[src/sv/pasc_pkg.sv]
// Shared constants, types and a helper function for the potentiometer conditioning block.
`default_nettype none

package pasc_pkg;

    // Field widths fixed by the interface.
    localparam int ADC_BITS   = 10;
    localparam int ADC_MAX    = (1 << ADC_BITS) - 1;
    localparam int FS_W       = 13;
    localparam int THR_W      = 13;
    localparam int GAIN_W     = 4;
    localparam int PERIOD_W   = 16;
    localparam int POT_W      = ADC_BITS + GAIN_W;
    localparam int PROD_W     = ADC_BITS + FS_W;
    localparam int CFG_IDX_W  = 3;
    localparam int CFG_DATA_W = 16;

    // Default number of samples per channel average.
    localparam int SAMPLES_DEFAULT = 16;

    // Configuration register indexes.
    localparam logic [CFG_IDX_W-1:0] REG_REEL_IN_LOW      = CFG_IDX_W'(0);
    localparam logic [CFG_IDX_W-1:0] REG_LAYER_IN_LOW     = CFG_IDX_W'(1);
    localparam logic [CFG_IDX_W-1:0] REG_FULL_SCALE       = CFG_IDX_W'(2);
    localparam logic [CFG_IDX_W-1:0] REG_CHANGE_THRESHOLD = CFG_IDX_W'(3);
    localparam logic [CFG_IDX_W-1:0] REG_LAYER_GAIN       = CFG_IDX_W'(4);
    localparam logic [CFG_IDX_W-1:0] REG_UPDATE_PERIOD    = CFG_IDX_W'(5);

    // Register reset values.
    localparam logic [ADC_BITS-1:0] REEL_IN_LOW_RST      = ADC_BITS'(140);
    localparam logic [ADC_BITS-1:0] LAYER_IN_LOW_RST     = ADC_BITS'(60);
    localparam logic [FS_W-1:0]     FULL_SCALE_RST       = FS_W'(5000);
    localparam logic [THR_W-1:0]    CHANGE_THRESHOLD_RST = THR_W'(10);
    localparam logic [GAIN_W-1:0]   LAYER_GAIN_RST       = GAIN_W'(1);
    localparam logic [PERIOD_W-1:0] UPDATE_PERIOD_RST    = PERIOD_W'(40);

    // Request type and channel codes.
    localparam logic REQ_SAMPLE = 1'b0;
    localparam logic REQ_TICK   = 1'b1;
    localparam logic CH_REEL    = 1'b0;
    localparam logic CH_LAYER   = 1'b1;

    // Commands from the controller to the datapath.
    typedef struct packed {
        logic accept;
        logic avg_start;
        logic avg_load;
        logic map_start;
        logic trivial_load;
        logic map_load;
        logic store;
        logic emit;
    } cmd_t;

    // Status from the datapath to the controller.
    typedef struct packed {
        logic sample_last;
        logic is_layer;
        logic map_trivial;
        logic div_done;
    } status_t;

    // True when two speeds differ by more than the threshold.
    function automatic logic differs(input logic [FS_W-1:0] a, input logic [FS_W-1:0] b,
                                     input logic [THR_W-1:0] thr);
        logic [FS_W-1:0] diff;
        diff = (a > b) ? (a - b) : (b - a);
        return (THR_W'(diff) > thr);
    endfunction

endpackage

`default_nettype wire

[src/sv/pot_average_scale_change_detect_core.sv]
// Top level of the two-channel potentiometer averaging, scaling and change detection block.
//
//   channel   direction   handshake          payload
//   s_        in          s_valid/s_ready    s_req_type, s_channel, s_adc_sample
//   m_        out         m_valid/m_ready    m_reel_speed, m_layer_speed, m_*_changed
//   cfg_      in          cfg_wr_en          cfg_index, cfg_data
//
// A tick or a sample that does not complete an average is accepted in idle. A sample that
// completes one holds the input off through the average, map, divider wait (when the map
// is not trivial) and store states, and for the layer until the result is emitted; the
// average is a reciprocal multiplication, the map a 23-step one-bit-per-cycle divider.
// Reset is synchronous and active low; no clearing pass is needed.
// A finished result waits in the output register; only the next result waits for it.
`default_nettype none

module pot_average_scale_change_detect_core #(
    parameter int SAMPLES_PER_AVERAGE = pasc_pkg::SAMPLES_DEFAULT
) (
    input  wire logic                                aclk,
    input  wire logic                                aresetn,
    input  wire logic                                cfg_wr_en,
    input  wire logic [pasc_pkg::CFG_IDX_W-1:0]      cfg_index,
    input  wire logic [pasc_pkg::CFG_DATA_W-1:0]     cfg_data,
    input  wire logic                                s_valid,
    output logic                                     s_ready,
    input  wire logic                                s_req_type,
    input  wire logic                                s_channel,
    input  wire logic [pasc_pkg::ADC_BITS-1:0]       s_adc_sample,
    output logic                                     m_valid,
    input  wire logic                                m_ready,
    output logic [pasc_pkg::FS_W-1:0]                m_reel_speed,
    output logic [pasc_pkg::FS_W-1:0]                m_layer_speed,
    output logic                                     m_reel_changed,
    output logic                                     m_layer_changed
);

    localparam int CNT_W  = (SAMPLES_PER_AVERAGE > 1) ? $clog2(SAMPLES_PER_AVERAGE) : 1;
    localparam int SUM_W  = pasc_pkg::ADC_BITS + CNT_W;
    localparam int DVD_W  = pasc_pkg::PROD_W;
    localparam int DVS_W  = pasc_pkg::ADC_BITS;

    pasc_pkg::cmd_t    cmd;
    pasc_pkg::status_t status;

    pasc_ctrl u_ctrl (
        .aclk   (aclk),
        .aresetn(aresetn),
        .s_valid(s_valid),
        .s_ready(s_ready),
        .m_valid(m_valid),
        .m_ready(m_ready),
        .status (status),
        .cmd    (cmd)
    );

    pasc_datapath #(
        .SAMPLES(SAMPLES_PER_AVERAGE),
        .SUM_W  (SUM_W),
        .CNT_W  (CNT_W),
        .DVD_W  (DVD_W),
        .DVS_W  (DVS_W)
    ) u_datapath (
        .aclk           (aclk),
        .aresetn        (aresetn),
        .cfg_wr_en      (cfg_wr_en),
        .cfg_index      (cfg_index),
        .cfg_data       (cfg_data),
        .s_req_type     (s_req_type),
        .s_channel      (s_channel),
        .s_adc_sample   (s_adc_sample),
        .cmd            (cmd),
        .status         (status),
        .m_reel_speed   (m_reel_speed),
        .m_layer_speed  (m_layer_speed),
        .m_reel_changed (m_reel_changed),
        .m_layer_changed(m_layer_changed)
    );

endmodule

`default_nettype wire

[src/sv/pasc_div.sv]
// Restoring divider that produces one quotient bit per cycle.
`default_nettype none

module pasc_div #(
    parameter int DVD_W = 23,
    parameter int DVS_W = 10
) (
    input  wire logic             aclk,
    input  wire logic             aresetn,
    input  wire logic             start,
    input  wire logic [DVD_W-1:0] dividend,
    input  wire logic [DVS_W-1:0] divisor,
    output logic                  done,
    output logic [DVD_W-1:0]      quotient
);

    localparam int STEP_W = (DVD_W > 1) ? $clog2(DVD_W) : 1;
    localparam logic [STEP_W-1:0] STEP_LAST = STEP_W'(DVD_W - 1);

    logic [DVD_W-1:0]  quo_reg, quo_next;
    logic [DVS_W-1:0]  rem_reg, rem_next;
    logic [DVS_W-1:0]  dvs_reg;
    logic [STEP_W-1:0] step_reg;
    logic              busy_reg;
    logic              done_reg;
    logic [DVS_W:0]    trial;
    logic [DVS_W:0]    trial_sub;
    logic              fits;

    // One trial subtraction of the shifted partial remainder.
    always_comb begin
        trial     = {rem_reg, quo_reg[DVD_W-1]};
        trial_sub = trial - {1'b0, dvs_reg};
        fits      = (trial >= {1'b0, dvs_reg});
        rem_next  = fits ? trial_sub[DVS_W-1:0] : trial[DVS_W-1:0];
        quo_next  = {quo_reg[DVD_W-2:0], fits};
    end

    // Control: a fixed number of steps after each start.
    always_ff @(posedge aclk) begin
        if (!aresetn) begin
            busy_reg <= 1'b0;
            done_reg <= 1'b0;
            step_reg <= '0;
        end else begin
            done_reg <= 1'b0;
            if (start) begin
                busy_reg <= 1'b1;
                step_reg <= '0;
            end else if (busy_reg) begin
                step_reg <= step_reg + STEP_W'(1);
                if (step_reg == STEP_LAST) begin
                    busy_reg <= 1'b0;
                    done_reg <= 1'b1;
                end
            end
        end
    end

    // Datapath: load operands, then shift and subtract.
    always_ff @(posedge aclk) begin
        if (start) begin
            quo_reg <= dividend;
            rem_reg <= '0;
            dvs_reg <= divisor;
        end else if (busy_reg) begin
            quo_reg <= quo_next;
            rem_reg <= rem_next;
        end
    end

    assign done     = done_reg;
    assign quotient = quo_reg;

endmodule

`default_nettype wire

[src/sv/pasc_datapath.sv]
// Datapath: configuration, sample accumulation, mapping, change detection and output register.
`default_nettype none

module pasc_datapath #(
    parameter int SAMPLES = pasc_pkg::SAMPLES_DEFAULT,
    parameter int SUM_W   = 14,
    parameter int CNT_W   = 4,
    parameter int DVD_W   = 23,
    parameter int DVS_W   = 10
) (
    input  wire logic                                aclk,
    input  wire logic                                aresetn,
    input  wire logic                                cfg_wr_en,
    input  wire logic [pasc_pkg::CFG_IDX_W-1:0]      cfg_index,
    input  wire logic [pasc_pkg::CFG_DATA_W-1:0]     cfg_data,
    input  wire logic                                s_req_type,
    input  wire logic                                s_channel,
    input  wire logic [pasc_pkg::ADC_BITS-1:0]       s_adc_sample,
    input  wire pasc_pkg::cmd_t                      cmd,
    output pasc_pkg::status_t                        status,
    output logic [pasc_pkg::FS_W-1:0]                m_reel_speed,
    output logic [pasc_pkg::FS_W-1:0]                m_layer_speed,
    output logic                                     m_reel_changed,
    output logic                                     m_layer_changed
);

    localparam int AW = pasc_pkg::ADC_BITS;
    localparam int FW = pasc_pkg::FS_W;
    localparam int PW = pasc_pkg::POT_W;
    localparam logic [CNT_W-1:0] CNT_LAST  = CNT_W'(SAMPLES - 1);
    localparam logic [PW-1:0]    POT_MAX   = PW'(pasc_pkg::ADC_MAX);
    localparam logic [AW-1:0]    ADC_MAX_V = AW'(pasc_pkg::ADC_MAX);

    // Reciprocal of the sample count; exact for every sum below 2**SUM_W.
    localparam int RCP_SH = SUM_W + CNT_W;
    localparam longint unsigned RCP_M =
        ((64'd1 << RCP_SH) + 64'(SAMPLES) - 64'd1) / 64'(SAMPLES);
    localparam int RCP_W  = $clog2(RCP_M + 64'd1);
    localparam int AVP_W  = SUM_W + RCP_W;
    localparam logic [RCP_W-1:0] RCP_M_V = RCP_W'(RCP_M);

    // Configuration registers.
    logic [AW-1:0]                    reel_in_low_reg;
    logic [AW-1:0]                    layer_in_low_reg;
    logic [FW-1:0]                    full_scale_reg;
    logic [pasc_pkg::THR_W-1:0]       change_threshold_reg;
    logic [pasc_pkg::GAIN_W-1:0]      layer_gain_reg;
    logic [pasc_pkg::PERIOD_W-1:0]    update_period_reg;

    // Working state.
    logic [SUM_W-1:0]                 reel_sum_reg;
    logic [CNT_W-1:0]                 reel_cnt_reg;
    logic [SUM_W-1:0]                 layer_sum_reg;
    logic [CNT_W-1:0]                 layer_cnt_reg;
    logic [AW-1:0]                    reel_avg_reg;
    logic [FW-1:0]                    reel_speed_reg;
    logic [FW-1:0]                    last_reel_reg;
    logic [FW-1:0]                    last_layer_reg;
    logic [pasc_pkg::PERIOD_W-1:0]    ticks_reg;
    logic                             chan_reg;
    logic [SUM_W-1:0]                 avg_sum_reg;
    logic [PW-1:0]                    pot_reg;
    logic [FW-1:0]                    speed_reg;

    // Output register.
    logic [FW-1:0]                    out_reel_speed_reg;
    logic [FW-1:0]                    out_layer_speed_reg;
    logic                             out_reel_changed_reg;
    logic                             out_layer_changed_reg;

    logic [SUM_W-1:0]                 sel_sum;
    logic [SUM_W-1:0]                 sum_total;
    logic                             sel_last;
    logic [AW-1:0]                    map_low;
    logic                             map_zero;
    logic [AW-1:0]                    map_diff;
    logic [AW-1:0]                    map_den;
    logic [pasc_pkg::PROD_W-1:0]      map_prod;
    logic [AVP_W-1:0]                 avg_prod;
    logic [AW-1:0]                    avg_q;
    logic [PW-1:0]                    layer_mix;
    logic                             div_start;
    logic [DVD_W-1:0]                 div_dividend;
    logic [DVS_W-1:0]                 div_divisor;
    logic                             div_done;
    logic [DVD_W-1:0]                 div_quo;
    logic                             period_done;
    logic                             reel_chg;
    logic                             layer_chg;

    // Accumulation of the transaction's sample into its channel.
    always_comb begin
        sel_sum   = (s_channel == pasc_pkg::CH_LAYER) ? layer_sum_reg : reel_sum_reg;
        sum_total = sel_sum + SUM_W'(s_adc_sample);
        sel_last  = (s_channel == pasc_pkg::CH_LAYER) ? (layer_cnt_reg == CNT_LAST)
                                                      : (reel_cnt_reg == CNT_LAST);
    end

    // Linear map: trivial ends and the scaled product for the divider.
    always_comb begin
        map_low  = (chan_reg == pasc_pkg::CH_LAYER) ? layer_in_low_reg : reel_in_low_reg;
        map_zero = (pot_reg <= PW'(map_low));
        map_diff = pot_reg[AW-1:0] - map_low;
        map_den  = ADC_MAX_V - map_low;
        map_prod = pasc_pkg::PROD_W'(map_diff) * pasc_pkg::PROD_W'(full_scale_reg);
    end

    // Average by reciprocal multiplication, plus the reel contribution for the layer channel.
    always_comb begin
        avg_prod  = AVP_W'(avg_sum_reg) * AVP_W'(RCP_M_V);
        avg_q     = avg_prod[RCP_SH +: AW];
        layer_mix = PW'(avg_q) + PW'(layer_gain_reg) * PW'(reel_avg_reg);
    end

    // Divider operands for the linear map.
    always_comb begin
        div_start    = cmd.map_start;
        div_dividend = DVD_W'(map_prod);
        div_divisor  = DVS_W'(map_den);
    end

    pasc_div #(
        .DVD_W(DVD_W),
        .DVS_W(DVS_W)
    ) u_div (
        .aclk    (aclk),
        .aresetn (aresetn),
        .start   (div_start),
        .dividend(div_dividend),
        .divisor (div_divisor),
        .done    (div_done),
        .quotient(div_quo)
    );

    // Change detection against the last reported speeds.
    always_comb begin
        period_done = (ticks_reg >= update_period_reg);
        reel_chg    = period_done &&
                      pasc_pkg::differs(reel_speed_reg, last_reel_reg, change_threshold_reg);
        layer_chg   = period_done &&
                      pasc_pkg::differs(speed_reg, last_layer_reg, change_threshold_reg);
    end

    // Configuration writes.
    always_ff @(posedge aclk) begin
        if (!aresetn) begin
            reel_in_low_reg      <= pasc_pkg::REEL_IN_LOW_RST;
            layer_in_low_reg     <= pasc_pkg::LAYER_IN_LOW_RST;
            full_scale_reg       <= pasc_pkg::FULL_SCALE_RST;
            change_threshold_reg <= pasc_pkg::CHANGE_THRESHOLD_RST;
            layer_gain_reg       <= pasc_pkg::LAYER_GAIN_RST;
            update_period_reg    <= pasc_pkg::UPDATE_PERIOD_RST;
        end else if (cfg_wr_en) begin
            unique case (cfg_index)
                pasc_pkg::REG_REEL_IN_LOW:      reel_in_low_reg      <= cfg_data[AW-1:0];
                pasc_pkg::REG_LAYER_IN_LOW:     layer_in_low_reg     <= cfg_data[AW-1:0];
                pasc_pkg::REG_FULL_SCALE:       full_scale_reg       <= cfg_data[FW-1:0];
                pasc_pkg::REG_CHANGE_THRESHOLD: begin
                    change_threshold_reg <= cfg_data[pasc_pkg::THR_W-1:0];
                end
                pasc_pkg::REG_LAYER_GAIN:       begin
                    layer_gain_reg <= cfg_data[pasc_pkg::GAIN_W-1:0];
                end
                pasc_pkg::REG_UPDATE_PERIOD:    begin
                    update_period_reg <= cfg_data[pasc_pkg::PERIOD_W-1:0];
                end
                default: ;
            endcase
        end
    end

    // Sums, counts, tick counter and report history.
    always_ff @(posedge aclk) begin
        if (!aresetn) begin
            reel_sum_reg   <= '0;
            reel_cnt_reg   <= '0;
            layer_sum_reg  <= '0;
            layer_cnt_reg  <= '0;
            reel_avg_reg   <= '0;
            reel_speed_reg <= '0;
            last_reel_reg  <= '0;
            last_layer_reg <= '0;
            ticks_reg      <= '0;
            chan_reg       <= pasc_pkg::CH_REEL;
        end else begin
            if (cmd.accept) begin
                if (s_req_type == pasc_pkg::REQ_TICK) begin
                    if (ticks_reg != '1) begin
                        ticks_reg <= ticks_reg + pasc_pkg::PERIOD_W'(1);
                    end
                end else begin
                    chan_reg <= s_channel;
                    if (s_channel == pasc_pkg::CH_LAYER) begin
                        layer_sum_reg <= sel_last ? '0 : sum_total;
                        layer_cnt_reg <= sel_last ? '0 : layer_cnt_reg + CNT_W'(1);
                    end else begin
                        reel_sum_reg <= sel_last ? '0 : sum_total;
                        reel_cnt_reg <= sel_last ? '0 : reel_cnt_reg + CNT_W'(1);
                    end
                end
            end
            if (cmd.avg_load && chan_reg == pasc_pkg::CH_REEL) begin
                reel_avg_reg <= avg_q;
            end
            if (cmd.store && chan_reg == pasc_pkg::CH_REEL) begin
                reel_speed_reg <= speed_reg;
            end
            if (cmd.emit && period_done) begin
                ticks_reg <= '0;
                if (reel_chg) begin
                    last_reel_reg <= reel_speed_reg;
                end
                if (layer_chg) begin
                    last_layer_reg <= speed_reg;
                end
            end
        end
    end

    // Working values for the current average.
    always_ff @(posedge aclk) begin
        if (cmd.avg_start) begin
            avg_sum_reg <= sum_total;
        end
        if (cmd.avg_load) begin
            pot_reg <= (chan_reg == pasc_pkg::CH_LAYER) ? layer_mix : PW'(avg_q);
        end
        if (cmd.trivial_load) begin
            speed_reg <= map_zero ? '0 : full_scale_reg;
        end else if (cmd.map_load) begin
            speed_reg <= div_quo[FW-1:0];
        end
    end

    // Result register.
    always_ff @(posedge aclk) begin
        if (cmd.emit) begin
            out_reel_speed_reg    <= reel_speed_reg;
            out_layer_speed_reg   <= speed_reg;
            out_reel_changed_reg  <= reel_chg;
            out_layer_changed_reg <= layer_chg;
        end
    end

    always_comb begin
        status.sample_last = (s_req_type == pasc_pkg::REQ_SAMPLE) && sel_last;
        status.is_layer    = (chan_reg == pasc_pkg::CH_LAYER);
        status.map_trivial = map_zero || (pot_reg >= POT_MAX) || (map_low >= ADC_MAX_V);
        status.div_done    = div_done;
    end

    assign m_reel_speed    = out_reel_speed_reg;
    assign m_layer_speed   = out_layer_speed_reg;
    assign m_reel_changed  = out_reel_changed_reg;
    assign m_layer_changed = out_layer_changed_reg;

endmodule

`default_nettype wire

[src/sv/pasc_ctrl.sv]
// Controller state machine that sequences averaging, mapping and result delivery.
`default_nettype none

module pasc_ctrl (
    input  wire logic                aclk,
    input  wire logic                aresetn,
    input  wire logic                s_valid,
    output logic                     s_ready,
    output logic                     m_valid,
    input  wire logic                m_ready,
    input  wire pasc_pkg::status_t   status,
    output pasc_pkg::cmd_t           cmd
);

    typedef enum logic [5:0] {
        S_IDLE  = 6'b000001,
        S_AVG   = 6'b000010,
        S_MAP   = 6'b000100,
        S_MAPW  = 6'b001000,
        S_STORE = 6'b010000,
        S_EMIT  = 6'b100000
    } state_t;

    state_t state_reg, state_next;
    logic   m_valid_reg, m_valid_next;
    logic   out_free;

    assign out_free = !m_valid_reg || m_ready;

    // Next state and commands.
    always_comb begin
        state_next = state_reg;
        cmd        = '0;
        s_ready    = 1'b0;
        unique case (state_reg)
            S_IDLE: begin
                s_ready       = 1'b1;
                cmd.accept    = s_valid;
                cmd.avg_start = s_valid && status.sample_last;
                if (s_valid && status.sample_last) begin
                    state_next = S_AVG;
                end
            end
            S_AVG: begin
                cmd.avg_load = 1'b1;
                state_next   = S_MAP;
            end
            S_MAP: begin
                if (status.map_trivial) begin
                    cmd.trivial_load = 1'b1;
                    state_next       = S_STORE;
                end else begin
                    cmd.map_start = 1'b1;
                    state_next    = S_MAPW;
                end
            end
            S_MAPW: begin
                if (status.div_done) begin
                    cmd.map_load = 1'b1;
                    state_next   = S_STORE;
                end
            end
            S_STORE: begin
                cmd.store  = 1'b1;
                state_next = status.is_layer ? S_EMIT : S_IDLE;
            end
            S_EMIT: begin
                if (out_free) begin
                    cmd.emit   = 1'b1;
                    state_next = S_IDLE;
                end
            end
            default: begin
                state_next = S_IDLE;
            end
        endcase
    end

    // Output valid: set on a new result, cleared when taken.
    always_comb begin
        if (cmd.emit) begin
            m_valid_next = 1'b1;
        end else if (m_ready) begin
            m_valid_next = 1'b0;
        end else begin
            m_valid_next = m_valid_reg;
        end
    end

    always_ff @(posedge aclk) begin
        if (!aresetn) begin
            state_reg   <= S_IDLE;
            m_valid_reg <= 1'b0;
        end else begin
            state_reg   <= state_next;
            m_valid_reg <= m_valid_next;
        end
    end

    assign m_valid = m_valid_reg;

    // The divider only finishes while the controller waits for it.
    a_div_done_in_wait: assert property (@(posedge aclk) disable iff (!aresetn)
        status.div_done |-> (state_reg == S_MAPW))
        else $error("divider finished outside a wait state");

    // A new result never overwrites one that has not been taken.
    a_emit_free: assert property (@(posedge aclk) disable iff (!aresetn)
        cmd.emit |-> (!m_valid_reg || m_ready))
        else $error("result register overwritten");

    // The controller leaves idle only on an accepted transaction.
    a_idle_hold: assert property (@(posedge aclk) disable iff (!aresetn)
        (state_reg == S_IDLE && !s_valid) |=> state_reg == S_IDLE)
        else $error("left idle without a transaction");

endmodule

`default_nettype wire

[config.mk]
export PLATFORM = sky130hd
export DESIGN_NAME = pot_average_scale_change_detect_core
export DESIGN_NICKNAME = d
export VERILOG_FILES = /design/src/sv/pasc_pkg.sv /design/src/sv/pot_average_scale_change_detect_core.sv /design/src/sv/pasc_div.sv /design/src/sv/pasc_datapath.sv /design/src/sv/pasc_ctrl.sv
export SDC_FILE = /design/constraint.sdc
export NUM_CORES = 1
export LEC_CHECK = 0
export CAP_MARGIN = 15
export CELL_PAD_IN_SITES_DETAIL_PLACEMENT = 1
export CELL_PAD_IN_SITES_GLOBAL_PLACEMENT = 2
export CORE_ASPECT_RATIO = 1.4
export CORE_MARGIN = 2
export CORE_UTILIZATION = 42
export DETAILED_ROUTE_END_ITERATION = 10
export DONT_BUFFER_PORTS = 1
export MAX_ROUTING_LAYER = met4
export PLACE_DENSITY = 0.85
export SLEW_MARGIN = 15
export SYNTH_ARGS = -nofsm -noshare
export SYNTH_HDL_FRONTEND = slang
export SYNTH_HIERARCHICAL = 1
export SYNTH_SLANG_ARGS = --single-unit
[constraint.sdc]
create_clock -name aclk -period 8.95 [get_ports aclk]
set_clock_uncertainty 0.15 [all_clocks]
set_input_delay 0 -clock aclk [delete_from_list [all_inputs] [get_ports aclk]]
set_output_delay 0 -clock aclk [all_outputs]
set_load 0.005 [all_outputs]
[After elaboration in Yosys (flattened, before gate mapping)]
Cells that the tools add are included.
Word-level totals
  output and inout port bits: 30
  word-level logic and storage cells: 148
  register bits after elaboration: 294
Cells by class
  multipliers: 2
  bitwise operators: 5
  equality and inequality tests: 18
  mux-type cells: 38
  reductions and logical operators: 31
  add/sub/neg operators: 13
  order comparisons: 9
Operators with widths (number)
  $mux W13: 5
  $gt A13 B13 Y1: 4
  $sub A13 B13 Y13: 4
  $mux W23: 2
  $pmux W6 S6: 1
  $mux W10: 3
  $mux W14: 2
  $mux W6: 4
  $mul A10 B13 Y23: 1
  $sub A10 B10 Y10: 2
  $reduce_and A2 Y1: 9
  $add A16 B1 Y16 const B: 1
  $ge A16 B16 Y1: 1
  $mux W1: 16
  $ne A16 B16 Y1 const B: 1
  $add A10 B14 Y14: 1
  $add A14 B10 Y14: 1
  $ge A14 B10 Y1 const B: 1
  $le A14 B10 Y1: 1
  $mul A4 B10 Y14: 1
  $reduce_and A3 Y1: 4
  $ge A11 B10 Y1: 1
  $ge A10 B10 Y1 const B: 1
  $sub A10 B10 Y10 const A: 1
  other kinds (25): 48

[Longest topological paths before layout]
  depth in word-level cells: 7
  depth in mapped cells: 31
  mapped depth without buffers: 29

[Hierarchy]
The synthesis kept the hierarchy.
By module, submodules not included
  pasc_datapath: area an instance 19119.6 µm², cells an instance 2178, instances 1
  pasc_div: area an instance 2561.2 µm², cells an instance 214, instances 1
  pasc_ctrl: area an instance 471.7 µm², cells an instance 55, instances 1

[Worst setup path after synthesis]
OpenSTA, ideal clock, no wires.
  path type: reg-to-reg
  from: register u_datapath.chan_reg
  to: register u_datapath.u_div.quo_reg[17], in the netlist u_datapath/u_div/quotient[17], data pin
  library setup time: 260 ps
  data required time: 8540 ps
  cell stages (with the launch flop): 29
  clock period less this slack: 7566 ps
  setup slack: 1384 ps
  arrival: 7156 ps
  buffers on the path: 3
  cells stage by stage: dfxtp_1 > clkbuf_1 > clkbuf_1 > mux2i_1 > ha_1 > o21ai_1 > a21oi_1 > o31ai_1 > or4b_1 > o211ai_1 > buf_2 > nand2_1 > fa_1 > fa_1 > inv_1 > fa_1 > fa_1 > inv_1 > fa_1 > inv_1 > ha_1 > a21o_1 > a21oi_1 > o311ai_1 > a21oi_1 > nor2b_1 > a41oi_1 > xnor2_1 > mux2_2
On the way
  elaborated cells on any way between the ends: 10
  those cells by class: add/sub: 1; mul: 1; order compare: 2; mux: 4; reduce/logical: 2
RTL lines
  from (decl): RTL line pasc_datapath.sv:60  | logic chan_reg;
  from (signal assigned): RTL line pasc_datapath.sv:184  | chan_reg <= pasc_pkg::CH_REEL;
  from (signal assigned): RTL line pasc_datapath.sv:192  | chan_reg <= s_channel;
  $mux W10: RTL line pasc_datapath.sv:101  | map_low = (chan_reg == pasc_pkg::CH_LAYER) ? layer_in_low_reg : reel_in_low_reg;
  $sub A10 B10 Y10: RTL line pasc_datapath.sv:103  | map_diff = pot_reg[AW-1:0] - map_low;
  $mul A10 B13 Y23: RTL line pasc_datapath.sv:105  | map_prod = pasc_pkg::PROD_W'(map_diff) * pasc_pkg::PROD_W'(full_scale_reg);
  via u_datapath.div_dividend[17]: RTL line pasc_datapath.sv:83  | logic [DVD_W-1:0] div_dividend;
  $mux W23: RTL line pasc_div.sv:62  | if (start) begin
  to (signal assigned): RTL line pasc_div.sv:63  | quo_reg <= dividend;
  to (signal assigned): RTL line pasc_div.sv:67  | quo_reg <= quo_next;
  to (decl): RTL line pasc_div.sv:20  | logic [DVD_W-1:0] quo_reg, quo_next;
The timed path passes the listed nets, and every way through them passes these cells.
A chain may end at the register's enable or synchronous reset.

[Worst setup path in the final report]
Same ends and word-level chain as after synthesis.

==> metrics.txt <==
Fin. Hold Viols=0; area fraction in compound gates after synthesis=between 10% and 20%; commonest non-fill, non-tap cell in the layout=nand2_1; largest family of logic cells by synthesized area=adder cells; core area=around 52000 um2; highest-delay cell along the critical path=fa_1; fin crit period=between 8 and 9 ns; xor and xnor area share after synthesis=just under 4%; P&R area growth vs syn=9.929%; CP dominant cell by count=fa_1; critical path type=reg -> reg; number of port buffers=0; post-synthesis cell type count=85; Setup TNS Final=0 ns; warnings from Yosys=6; Worst-Skew Late Latency=0.60 ns; critical path arrival=8.45 ns; Tightest Pin Transition=between 1 and 1.5 ns; r2r setup slk=approximately 0.69 ns; final instance area=~24000 um2; status=completed; Worst Setup SP=u_datapath/chan_reg; Post-synth top flop=dfxtp_1; initial core utilization=a little over two fifths; Synth Instances=roughly 2.4k; Hold Path Class=in -> reg; number of setup buffers added after CTS=0; first-pass GRT wire length=98640 um; Fmax achieved=121.0 MHz; vias in the first global route=18.67k; Filler cells=approximately 6.0k; CTS tree=done; GRT Util Overall=a little under a quarter; reg2reg end=u_datapath/u_div/quotient[17]; cell area after placement=between 20000 and 25000 um2; worst reg-to-reg path cell count=26; Final GP Congestion=roughly 0.86; unrepaired setup endpoints after global routing=no; WL/cell=18.98 um; worst hold path depth=3; worst endpoint required time=between 9 and 10 ns; DR DRC count=0; I/O Pins=66; adder-cell share of the synthesized area=between 20 and 25%; pin count of the biggest net entering global routing=176; Die Ht=about 280 um; fin. max-slew vios=0; Worst setup endpoint=u_datapath/u_div/quotient[17]; Cell Area, Synth=about 22000 um2; # clock sinks=between 200 and 300; Syn Nets=2808; drt pass-1 iters=5; final period utilization=roughly 92%; kind of start point of the critical path=flop; final net count=~2.8k; die footprint=around 55000 um2; Post-Synth Simple-Gate Area=between 15 and 20%; DRT antenna net count=0; max-cap violations=0; slew margin rel.=between 15 and 20%; Crit. End Element=flop; most frequent cells in the layout=nand2_1, inv_1, ha_1; total CTS buffers=31; Vias/cell=roughly 5.3; clk root buf=clkbuf_16; worst r2r src=u_datapath/chan_reg; mux cell area share after synthesis=between 5 and 6%; final core occ=between 40% and 50%; CTS max path bufs=3; DP HPWL=45740 um; grt total ovfl=0; sequential cell area fraction in the yosys report=30.64%; syn_area_per_cell=between 9 and 10 um2; max FFs per register=23; worst-path maximum fanout=13; Power, Total=roughly 5.5 mW; slowest stage delay, CP=roughly 0.55 ns; Synth Register Bits=290; final wirelength=around 60000 um; number of flops mapped to enable cells by yosys=98; via count=17.02k; initial drt markers=approximately 660; clk slew on worst S/H paths=around 0.070 ns; Synth async-reset ratio=0%; setup violators final=0; initial antenna violation count=10; PwrDens=227.8 nW/um2; maximum vdd drop=between 200 and 250 uV; Pleak=between 10 and 15 nW; Die Wd=approximately 200 um; layout cells sized above 1=between 5 and 6%; Cell Rows=99; # H-tree levels=1
[how the worst min path moves through the flow]
| stage | endpoint | startpoint | slack, ns |
|---|---|---|---|
| finish | u_datapath/change_threshold_reg[12] | cfg_data[12] | 0.05 |
| CTS | u_datapath/change_threshold_reg[12] | cfg_data[12] | 0.003 |
| detailed placement | u_datapath/reel_in_low_reg[3] | aresetn | -0.02 |
| global route | u_datapath/change_threshold_reg[12] | cfg_data[12] | 0.03 |
| global placement | u_datapath/layer_gain_reg[0] | aresetn | -0.03 |
| floorplan | u_datapath/full_scale_reg[12] | cfg_data[12] | -0.03 |
[cell usage after synthesis (7+ instances only)]
cell type  number  area share, %
xor2_1         37            1.5
o21bai_1       14           0.47
and3_1         18           0.51
nand2_1       381            6.5
nor2_1         95            1.6
clkbuf_1       89            1.5
nand2b_1       32           0.90
nand3_1        51            1.2
xnor2_1        61            2.4
nand4_1        25           0.71
o21a_1         14           0.47
a21o_1         45            1.5
a21oi_1        87            2.0
o211ai_1       13           0.44
a21boi_0       83            2.8
nor2b_1        42            1.2
ha_1          207             12
inv_1         271            4.6
o21ai_0        60            1.4
dfxtp_1       192             17
and2_1         96            2.7
nor4_1         10           0.28
o22ai_1        17           0.48
mux2i_1        73            3.3
a211oi_1       17           0.58
a22o_1         15           0.59
edfxtp_1       98             13
mux2_2         45            2.3
nor3_1         21           0.47
a211o_1         7           0.28
fa_1          118             11
[metrics by stage]
| stage | hold slack, ns | worst slack (ns) | instances |
|---|---|---|---|
| after floorplan | -0.02603 | 1.384 | 2447 |
| after global placement | -0.03434 | 0.6749 | 3055 |
| after detailed placement | -0.02487 | 0.5007 | 3055 |
| after CTS | 0.002853 | 0.4506 | 3176 |
| after global routing | 0.02790 | 0.04128 | 3186 |
| final | 0.05203 | 0.6854 | 3186 |
[per-layer routing]
layer	vias to the layer above	routed length, um	part of all wire, %	GRT usage [%]
met5	-	0	0	-
met4	0	1755	2.9	7.103
met3	91	1936	3.2	3.043
met2	228	32590	54	43.67
met1	8489	24190	40	25.36
li1	8214	-	-	-
[critical path, delay by kind of cell (launching register included)]
family | cells | cell delay [ns]
compound gates | 9 | 2.22
xor+xnor | 1 | 0.09
fa+ha+maj | 7 | 3.33
buf+inv | 3 | 0.16
flops | 1 | 0.53
mux | 2 | 0.63
simple gates | 4 | 0.91
[power breakdown]
group | internal [mW] | switching (mW)
clock | 0.753 | 0.575
combinational | 1.19 | 1.59
sequential | 1.39 | 0.0430
total | 3.34 | 2.21
[repair_timing]
action                                 4_1_cts  5_1_grt
setup endpoints to repair                    0        3
gates resized for setup                      0        1
endpoints found under the hold margin      230        0
hold buffers                                63        0
[kinds of logic after synthesis]
family,count (synthesis)
AOI/OAI and AO/OA,425
and+or+nand+nor,807
adders and majority gates,325
xor gates and xnor gates,98
muxes,119
buffers and inverters,383
DFF,290
[cell type report]
class | instances | area, um2 | share of cell area (%)
Tap cell | 707 | 884.6 | 3.633
Clock buffer | 42 | 920.9 | 3.782
Timing Repair Buffer | 76 | 745.7 | 3.062
Inverter | 271 | 1017 | 4.177
Clock inverter | 16 | 130.1 | 0.5343
Antenna cell | 10 | 25.02 | 0.1028
Multi-Input combinational cell | 1774 | 13840 | 56.84
Sequential cell | 290 | 6788 | 27.87
(Power assumes the default switching activity.)
